## src/mmf_pkg.sv

```systemverilog
`default_nettype none

package mmf_pkg;

    // Framer phase: outside a message, inside a fixed-length message, inside sysex.
    typedef enum logic [1:0] {
        PH_IDLE,
        PH_FIXED,
        PH_SYSEX
    } mmf_phase_t;

    // Result classification codes.
    localparam logic [1:0] KIND_NOTE_ON  = 2'd0;
    localparam logic [1:0] KIND_NOTE_OFF = 2'd1;
    localparam logic [1:0] KIND_OTHER    = 2'd2;

    // Status byte values and message types.
    localparam logic [7:0] ST_SYSEX_START = 8'hF0;
    localparam logic [7:0] ST_SYSEX_END   = 8'hF7;
    localparam logic [7:0] ST_TIME_CODE   = 8'hF1;
    localparam logic [7:0] ST_SONG_SELECT = 8'hF3;
    localparam logic [7:0] ST_SONG_POS    = 8'hF2;
    localparam logic [3:0] TYPE_NOTE_OFF  = 4'h8;
    localparam logic [3:0] TYPE_NOTE_ON   = 4'h9;
    localparam logic [3:0] TYPE_SYSTEM    = 4'hF;

    // Port widths.
    localparam int S_TDATA_W = 8;
    localparam int M_TDATA_W = 48;
    localparam int M_TUSER_W = 2;

    // One classified byte as it travels from the front to the back.
    typedef struct packed {
        logic [7:0] data;
        logic       last;
        logic       is_status;
        logic       opens_sysex;
        logic       single;
        logic [1:0] init_left;
    } mmf_entry_t;

    // Bytes owed after a channel status byte, indexed by the status type minus 8.
    function automatic logic [1:0] chan_left(input logic [2:0] idx);
        logic [1:0] left;
        case (idx)
            3'd4, 3'd5: left = 2'd1;
            default:    left = 2'd2;
        endcase
        return left;
    endfunction

endpackage

`default_nettype wire

```

## src/mmf_front.sv

```systemverilog
`default_nettype none

// Front end: takes bytes from the input channel, classifies each status byte
// and pushes the classified word into the queue.
module mmf_front (
    input  wire logic                          s_tvalid,
    output logic                               s_tready,
    input  wire logic [mmf_pkg::S_TDATA_W-1:0] s_tdata,
    input  wire logic                          s_tlast,
    input  wire logic                          q_full,
    output logic                               q_push,
    output mmf_pkg::mmf_entry_t                q_wdata
);

    assign s_tready = !q_full;
    assign q_push   = s_tvalid && !q_full;

    // Work out from the status byte how long its message is.
    always_comb begin
        q_wdata             = '0;
        q_wdata.data        = s_tdata;
        q_wdata.last        = s_tlast;
        q_wdata.is_status   = s_tdata[7];
        if (s_tdata[7:4] != mmf_pkg::TYPE_SYSTEM) begin
            q_wdata.init_left = mmf_pkg::chan_left(s_tdata[6:4]);
        end else if (s_tdata == mmf_pkg::ST_SYSEX_START) begin
            q_wdata.opens_sysex = 1'b1;
        end else if (s_tdata == mmf_pkg::ST_TIME_CODE
                     || s_tdata == mmf_pkg::ST_SONG_SELECT) begin
            q_wdata.init_left = 2'd1;
        end else if (s_tdata == mmf_pkg::ST_SONG_POS) begin
            q_wdata.init_left = 2'd2;
        end else begin
            q_wdata.single = 1'b1;
        end
    end

endmodule

`default_nettype wire

```

## src/mmf_fifo.sv

```systemverilog
`default_nettype none

// Short queue of classified words between the front and the back.
module mmf_fifo #(
    parameter int DEPTH = 4
) (
    input  wire logic                aclk,
    input  wire logic                aresetn,
    input  wire logic                push,
    input  wire mmf_pkg::mmf_entry_t wdata,
    output logic                     full,
    input  wire logic                pop,
    output mmf_pkg::mmf_entry_t      rdata,
    output logic                     empty
);

    localparam int PTR_W = (DEPTH > 1) ? $clog2(DEPTH) : 1;
    localparam int CNT_W = $clog2(DEPTH + 1);

    mmf_pkg::mmf_entry_t slot_reg [DEPTH];
    logic [PTR_W-1:0]    wr_ptr_reg, wr_ptr_next;
    logic [PTR_W-1:0]    rd_ptr_reg, rd_ptr_next;
    logic [CNT_W-1:0]    count_reg, count_next;
    logic                do_push, do_pop;

    assign full    = (count_reg == CNT_W'(DEPTH));
    assign empty   = (count_reg == '0);
    assign do_push = push && !full;
    assign do_pop  = pop && !empty;
    assign rdata   = slot_reg[rd_ptr_reg];

    // Pointer and fill count updates, wrapping at the depth.
    always_comb begin
        wr_ptr_next = wr_ptr_reg;
        rd_ptr_next = rd_ptr_reg;
        count_next  = count_reg;
        if (do_push) begin
            wr_ptr_next = (wr_ptr_reg == PTR_W'(DEPTH - 1)) ? '0 : wr_ptr_reg + 1'b1;
        end
        if (do_pop) begin
            rd_ptr_next = (rd_ptr_reg == PTR_W'(DEPTH - 1)) ? '0 : rd_ptr_reg + 1'b1;
        end
        if (do_push && !do_pop) begin
            count_next = count_reg + 1'b1;
        end else if (do_pop && !do_push) begin
            count_next = count_reg - 1'b1;
        end
    end

    always_ff @(posedge aclk) begin
        if (!aresetn) begin
            wr_ptr_reg <= '0;
            rd_ptr_reg <= '0;
            count_reg  <= '0;
        end else begin
            wr_ptr_reg <= wr_ptr_next;
            rd_ptr_reg <= rd_ptr_next;
            count_reg  <= count_next;
        end
    end

    // Storage needs no reset.
    always_ff @(posedge aclk) begin
        if (do_push) begin
            slot_reg[wr_ptr_reg] <= wdata;
        end
    end

endmodule

`default_nettype wire

```

## src/mmf_back.sv

```systemverilog
`default_nettype none

// Back end: runs the message framer on queued words and holds each finished
// message in an output register until the receiver takes it.
module mmf_back (
    input  wire logic                          aclk,
    input  wire logic                          aresetn,
    input  wire logic                          q_empty,
    input  wire mmf_pkg::mmf_entry_t           q_rdata,
    output logic                               q_pop,
    output logic                               m_tvalid,
    input  wire logic                          m_tready,
    output logic [mmf_pkg::M_TDATA_W-1:0]      m_tdata,
    output logic [mmf_pkg::M_TUSER_W-1:0]      m_tuser
);

    mmf_pkg::mmf_phase_t phase_reg, phase_next;
    logic [1:0]          left_reg, left_next;
    logic [1:0]          cnt_reg, cnt_next;
    logic [7:0]          b0_reg, b1_reg, b2_reg;
    logic [7:0]          b0_next, b1_next, b2_next;
    logic [1:0]          left_dec;
    logic                emit;

    logic                                 valid_reg, valid_next;
    logic [mmf_pkg::M_TDATA_W-1:0]        tdata_reg, tdata_next;
    logic [mmf_pkg::M_TUSER_W-1:0]        tuser_reg, tuser_next;
    logic [1:0]                           kind;

    // A word leaves the queue whenever the output register is free or drains.
    assign q_pop    = !q_empty && (!valid_reg || m_tready);
    assign left_dec = (left_reg != 2'd0) ? left_reg - 2'd1 : 2'd0;

    // Capture the word into the message bytes and decide whether it closes the message.
    always_comb begin
        cnt_next  = cnt_reg;
        b0_next   = b0_reg;
        b1_next   = b1_reg;
        b2_next   = b2_reg;
        left_next = left_reg;
        emit      = 1'b0;
        if (q_pop) begin
            case (phase_reg)
                mmf_pkg::PH_FIXED, mmf_pkg::PH_SYSEX: begin
                    if (cnt_reg != 2'd3) begin
                        case (cnt_reg)
                            2'd0:    b0_next = q_rdata.data;
                            2'd1:    b1_next = q_rdata.data;
                            default: b2_next = q_rdata.data;
                        endcase
                        cnt_next = cnt_reg + 2'd1;
                    end
                    if (phase_reg == mmf_pkg::PH_FIXED) begin
                        left_next = left_dec;
                        emit      = (left_dec == 2'd0) || q_rdata.last;
                    end else begin
                        emit = (q_rdata.data == mmf_pkg::ST_SYSEX_END) || q_rdata.last;
                    end
                end
                default: begin
                    if (q_rdata.is_status) begin
                        cnt_next  = 2'd1;
                        b0_next   = q_rdata.data;
                        b1_next   = 8'd0;
                        b2_next   = 8'd0;
                        left_next = q_rdata.init_left;
                        emit      = q_rdata.single || q_rdata.last;
                    end
                end
            endcase
        end
    end

    // Next phase of the framer.
    always_comb begin
        phase_next = phase_reg;
        if (q_pop) begin
            if (emit) begin
                phase_next = mmf_pkg::PH_IDLE;
            end else begin
                case (phase_reg)
                    mmf_pkg::PH_FIXED: phase_next = mmf_pkg::PH_FIXED;
                    mmf_pkg::PH_SYSEX: phase_next = mmf_pkg::PH_SYSEX;
                    default: begin
                        if (q_rdata.is_status) begin
                            phase_next = q_rdata.opens_sysex ? mmf_pkg::PH_SYSEX
                                                             : mmf_pkg::PH_FIXED;
                        end else begin
                            phase_next = mmf_pkg::PH_IDLE;
                        end
                    end
                endcase
            end
        end
    end

    // Classify the finished message and load the output register.
    always_comb begin
        kind = mmf_pkg::KIND_OTHER;
        if (b0_next[7:4] == mmf_pkg::TYPE_NOTE_ON) begin
            kind = (b2_next != 8'd0) ? mmf_pkg::KIND_NOTE_ON : mmf_pkg::KIND_NOTE_OFF;
        end else if (b0_next[7:4] == mmf_pkg::TYPE_NOTE_OFF) begin
            kind = mmf_pkg::KIND_NOTE_OFF;
        end
        valid_next = valid_reg;
        tdata_next = tdata_reg;
        tuser_next = tuser_reg;
        if (q_pop && emit) begin
            valid_next = 1'b1;
            tuser_next = kind;
            tdata_next = {2'b00, b2_next, b1_next, b0_next, cnt_next,
                          b2_next, b1_next, b0_next[3:0]};
        end else if (m_tready) begin
            valid_next = 1'b0;
        end
    end

    always_ff @(posedge aclk) begin
        if (!aresetn) begin
            phase_reg <= mmf_pkg::PH_IDLE;
            left_reg  <= 2'd0;
            cnt_reg   <= 2'd0;
            b0_reg    <= 8'd0;
            b1_reg    <= 8'd0;
            b2_reg    <= 8'd0;
            valid_reg <= 1'b0;
        end else begin
            phase_reg <= phase_next;
            valid_reg <= valid_next;
            if (q_pop && emit) begin
                left_reg <= 2'd0;
                cnt_reg  <= 2'd0;
                b0_reg   <= 8'd0;
                b1_reg   <= 8'd0;
                b2_reg   <= 8'd0;
            end else begin
                left_reg <= left_next;
                cnt_reg  <= cnt_next;
                b0_reg   <= b0_next;
                b1_reg   <= b1_next;
                b2_reg   <= b2_next;
            end
        end
    end

    // Output payload needs no reset.
    always_ff @(posedge aclk) begin
        tdata_reg <= tdata_next;
        tuser_reg <= tuser_next;
    end

    assign m_tvalid = valid_reg;
    assign m_tdata  = tdata_reg;
    assign m_tuser  = tuser_reg;

endmodule

`default_nettype wire

```

## src/midi_message_framer_unit.sv

```systemverilog
`default_nettype none

// MIDI message framer.
// Input channel (s_): one raw MIDI byte per word in s_tdata; s_tlast marks the
// last byte of a host buffer and cuts any open message short.
// Output channel (m_): one word per finished message. m_tuser carries the kind
// (note on, note off, other); m_tdata carries channel, key, velocity, byte count,
// status byte and the two data bytes.
// Throughput: one byte per cycle while the queue is not full. A front stage
// classifies each accepted byte into a FIFO_DEPTH-entry queue; the back stage
// takes one queued byte per cycle while the output register is free or taken.
// Path: the closing byte of a message is written into the queue, then framed
// and loaded into the output register that drives m_tvalid.
// Receiver stall: the output register holds the message; the back stage stops
// draining the queue while it holds an untaken message, and the queue absorbs
// up to FIFO_DEPTH bytes before s_tready drops.
// Reset: aresetn low on a rising edge empties the queue, drops any partly
// framed message and the held result, and leaves the framer outside a message.
module midi_message_framer_unit #(
    parameter int FIFO_DEPTH = 4
) (
    input  wire logic                          aclk,
    input  wire logic                          aresetn,
    input  wire logic                          s_tvalid,
    output logic                               s_tready,
    input  wire logic [mmf_pkg::S_TDATA_W-1:0] s_tdata,   // [7:0] rx_byte
    input  wire logic                          s_tlast,
    output logic                               m_tvalid,
    input  wire logic                          m_tready,
    // [3:0] channel, [11:4] key, [19:12] velocity, [21:20] byte_count,
    // [29:22] status_byte, [37:30] data_one, [45:38] data_two, [47:46] zero
    output logic [mmf_pkg::M_TDATA_W-1:0]      m_tdata,
    output logic [mmf_pkg::M_TUSER_W-1:0]      m_tuser    // [1:0] kind
);

    mmf_pkg::mmf_entry_t q_wdata, q_rdata;
    logic                q_push, q_pop, q_full, q_empty;

    mmf_front u_front (
        .s_tvalid (s_tvalid),
        .s_tready (s_tready),
        .s_tdata  (s_tdata),
        .s_tlast  (s_tlast),
        .q_full   (q_full),
        .q_push   (q_push),
        .q_wdata  (q_wdata)
    );

    mmf_fifo #(
        .DEPTH (FIFO_DEPTH)
    ) u_fifo (
        .aclk    (aclk),
        .aresetn (aresetn),
        .push    (q_push),
        .wdata   (q_wdata),
        .full    (q_full),
        .pop     (q_pop),
        .rdata   (q_rdata),
        .empty   (q_empty)
    );

    mmf_back u_back (
        .aclk     (aclk),
        .aresetn  (aresetn),
        .q_empty  (q_empty),
        .q_rdata  (q_rdata),
        .q_pop    (q_pop),
        .m_tvalid (m_tvalid),
        .m_tready (m_tready),
        .m_tdata  (m_tdata),
        .m_tuser  (m_tuser)
    );

endmodule

`default_nettype wire

```

## config.mk

```make
export PLATFORM = sky130hd
export DESIGN_NAME = midi_message_framer_unit
export DESIGN_NICKNAME = d
export VERILOG_FILES = /design/src/mmf_pkg.sv /design/src/mmf_front.sv /design/src/mmf_fifo.sv /design/src/mmf_back.sv /design/src/midi_message_framer_unit.sv
export SDC_FILE = /design/constraint.sdc
export NUM_CORES = 1
export LEC_CHECK = 0
export BUFFER_PORTS_ARGS = -buffer_cell sky130_fd_sc_hd__buf_2
export CORE_UTILIZATION = 52
export DETAILED_ROUTE_END_ITERATION = 16
export PLACE_DENSITY = 0.86
export SYNTH_ARGS = -nofsm -noshare
export SYNTH_HDL_FRONTEND = slang
export SYNTH_SLANG_ARGS = --single-unit
```

## constraint.sdc

```tcl
create_clock -name aclk -period 4.1 [get_ports aclk]
set_input_delay 0.41 -clock aclk [delete_from_list [all_inputs] [get_ports aclk]]
set_output_delay 0.41 -clock aclk [all_outputs]
set_load 0.02 [all_outputs]
```

==> impl_metrics.ini <==
[logic_synthesis]
ys_warn_count = 0
yosysSeqAreaShare = 0.641
syn_avg_cell_area_um2 = 14.5
syn_area_um2 = 5000
post-synth-top-count-cell = edfxtp_1
synth_edf_count = 80
syn_inst = 345
synth_seq_cells = 120
synth_cell_types = 55
synthTopCellsByArea = edfxtp_1, dfxtp_1, mux4_1, buf_4, mux2i_1
yosysTopAreaCellShare = 0.481
async_reset_ff_frac = 0
synth_top_cell_by_area = edfxtp_1
ys.flop_type = edfxtp_1
synth_common_cells = edfxtp_1, dfxtp_1, buf_4

[sta]
finalSetupTns_ps = 0
maxSlewViolCount = 0
rsz0062_at_grt = no
worstMarginPinSlew_ps = 961
hold_viol_final = 0
timing.final.ws_setup_ps = 1130
period_minus_slack_ps = 2970
fin_skew_ps = 8.01
max-slew-margin-rel = 0.357
finalSetupViolations = 0
max_freq_mhz = 337
finalCritPeriodShare = 0.724

[layout]
nFillCells = 678
multi_input_area_um2 = 1520
antenna_cells = 0
largest_reg_flops = 52
layout.area.seq_um2 = 3200
drive_gt1_frac = 0.279
nNetsFinal = 417
postLayoutCellArea_um2 = 5890
syn_to_final_growth_pct = 17.8

[routing]
ant_nets = 0
routed_via_density = 5.42
vias = 2912
wl_um = 8980
wl_per_cell_um = 16.7
drtIter0Drc = 134
route.detailed.drc = 0
firstDrtPassIters = 4

[clocking]
hold_buffers = 0
cts_buffer_depth = 2
cts_tree = done
cts_made_buffers = 17
post-cts-setup-buffer-count = 0
cts.sinks = 120
htreeDepth = 4
root_buffer = clkbuf_8
insertion_delay_ps = 510
cts_resized = 0
cts.clk_slew.worst_paths_ps = 60

[critical_path]
crit_required_ps = 4280
critPathSlowestCell = dfxtp_1
start_kind = flop
path_buf_inv = 1
crit_chain = mux4_1 -> nand4_1 -> or4_4 -> o21ai_2 -> buf_4
critPathArrivalTime_ps = 3150
slowest_delay_ps = 800
critical_path.top_delay_family = flip-flops
crit_type = flop to flop
critical_path.max_fanout = 26
endpoint_kind = flop

[grt]
grt-ovfl-total = 0
grt_pass1_vias = 2868
grt_max_degree = 28
grt_pass1_wl_um = 14300
track_usage = 0.195
antenna_found_initial = 0

[floorplanning]
ios = 65
core_area_um2 = 9280
die-area_um2 = 10000
die_w_um = 100
die_h_um = 100
rows = 35
start_util = 0.538

[run_status]
status = finished, final reports clean

[power_and_ir_drop]
powerDensity_nw_per_um2 = 859
power.total_mw = 5.06
ir_worst_vdd_mv = 0.535
leakagePower_nw = 2.23

[run]
drv_cap = 0

[worst_hold_path]
holdCritPathClass = primary input to flop
hp-start = s_tlast

[place]
portBuffers = 62
dp_slack_ps = 1130
place_area_um2 = 5250
dp_hpwl_um = 5840
gp_congestion = 0.832
-- worst paths after layout --
path	end	slack (ps)	cells after the start
max	u_back.m_tdata[24]$_DFFE_PP_	1130	5
min	u_fifo.slot_reg[2][5]$_DFFE_PP_	110	1
max reg2reg	u_back.m_tdata[24]$_DFFE_PP_	1130	5
min reg2reg	flop	490	2
-- metal layers --
metal | GRT usage | wire (um) | vias up
li1 | - | - | 1381
met1 | 0.237 | 3840 | 1427
met2 | 0.332 | 4590 | 95
met3 | 0.0571 | 464 | 9
met4 | 0.0747 | 83 | 0
met5 | 0 | 0 | -
-- stage by stage --
stage | hold WS (ps) | std cells | utilization
floorplan | 454 | 346 | -
global placement | 462 | 505 | 0.565
detailed placement | 487 | 505 | 0.565
CTS | 92.1 | 537 | 0.634
global route | 97.9 | 537 | 0.634
finish | 113 | 537 | 0.634
-- layout by cell type (no fill, tap or decap), types with 4 or more instances in the layout --
cell type	netlist	routed
and3_1	4	4
mux2_2	7	7
nand2b_1	4	4
nand2_1	12	12
nor3_1	11	11
clkinvlp_4	0	5
and2_1	4	4
inv_1	10	10
mux4_1	11	11
buf_2	3	62
nor2_1	22	22
nor2b_1	19	19
dfxtp_1	40	40
a22o_1	7	7
bufinv_16	0	5
mux2i_1	12	12
clkbuf_16	0	16
a21oi_1	9	9
o21ai_0	7	6
ha_1	8	8
edfxtp_1	80	80
-- worst reg2reg max path, cell delays in order, from the launching register on --
cell,delay (ps)
dfxtp_1,800
mux4_1,520
nand4_1,140
or4_4,470
o21ai_2,310
buf_4,380
-- report_power, final --
group	internal [mW]	total [mW]	switching, mW
Sequential	1.65	1.81	0.156
Clock	1.05	1.59	0.539
Combinational	0.582	1.66	1.07
-- cell type report --
cell class | instances | share of cell area
tap | 129 | 0.0274
multi-input combinational | 182 | 0.259
clock buffer | 18 | 0.0710
inverter | 11 | 0.00702
clock inverter | 14 | 0.0378
sequential | 120 | 0.544
timing repair buffer | 63 | 0.0540
-- cell families (layout without fill, tap and decap cells) --
| family | count (synthesis) | after routing | synth area share |
|---|---|---|---|
| DFF | 120 | 120 | 0.641 |
| muxes | 32 | 32 | 0.107 |
| other | 1 | 2 | 0.000751 |
| buffers and inverters | 44 | 106 | 0.0558 |
| AOI/OAI and AO/OA | 42 | 42 | 0.0631 |
| and+or+nand+nor | 95 | 95 | 0.105 |
| xor gates and xnor gates | 2 | 2 | 0.00351 |
| adders and majority gates | 9 | 9 | 0.0240 |
(Power assumes the default switching activity.)
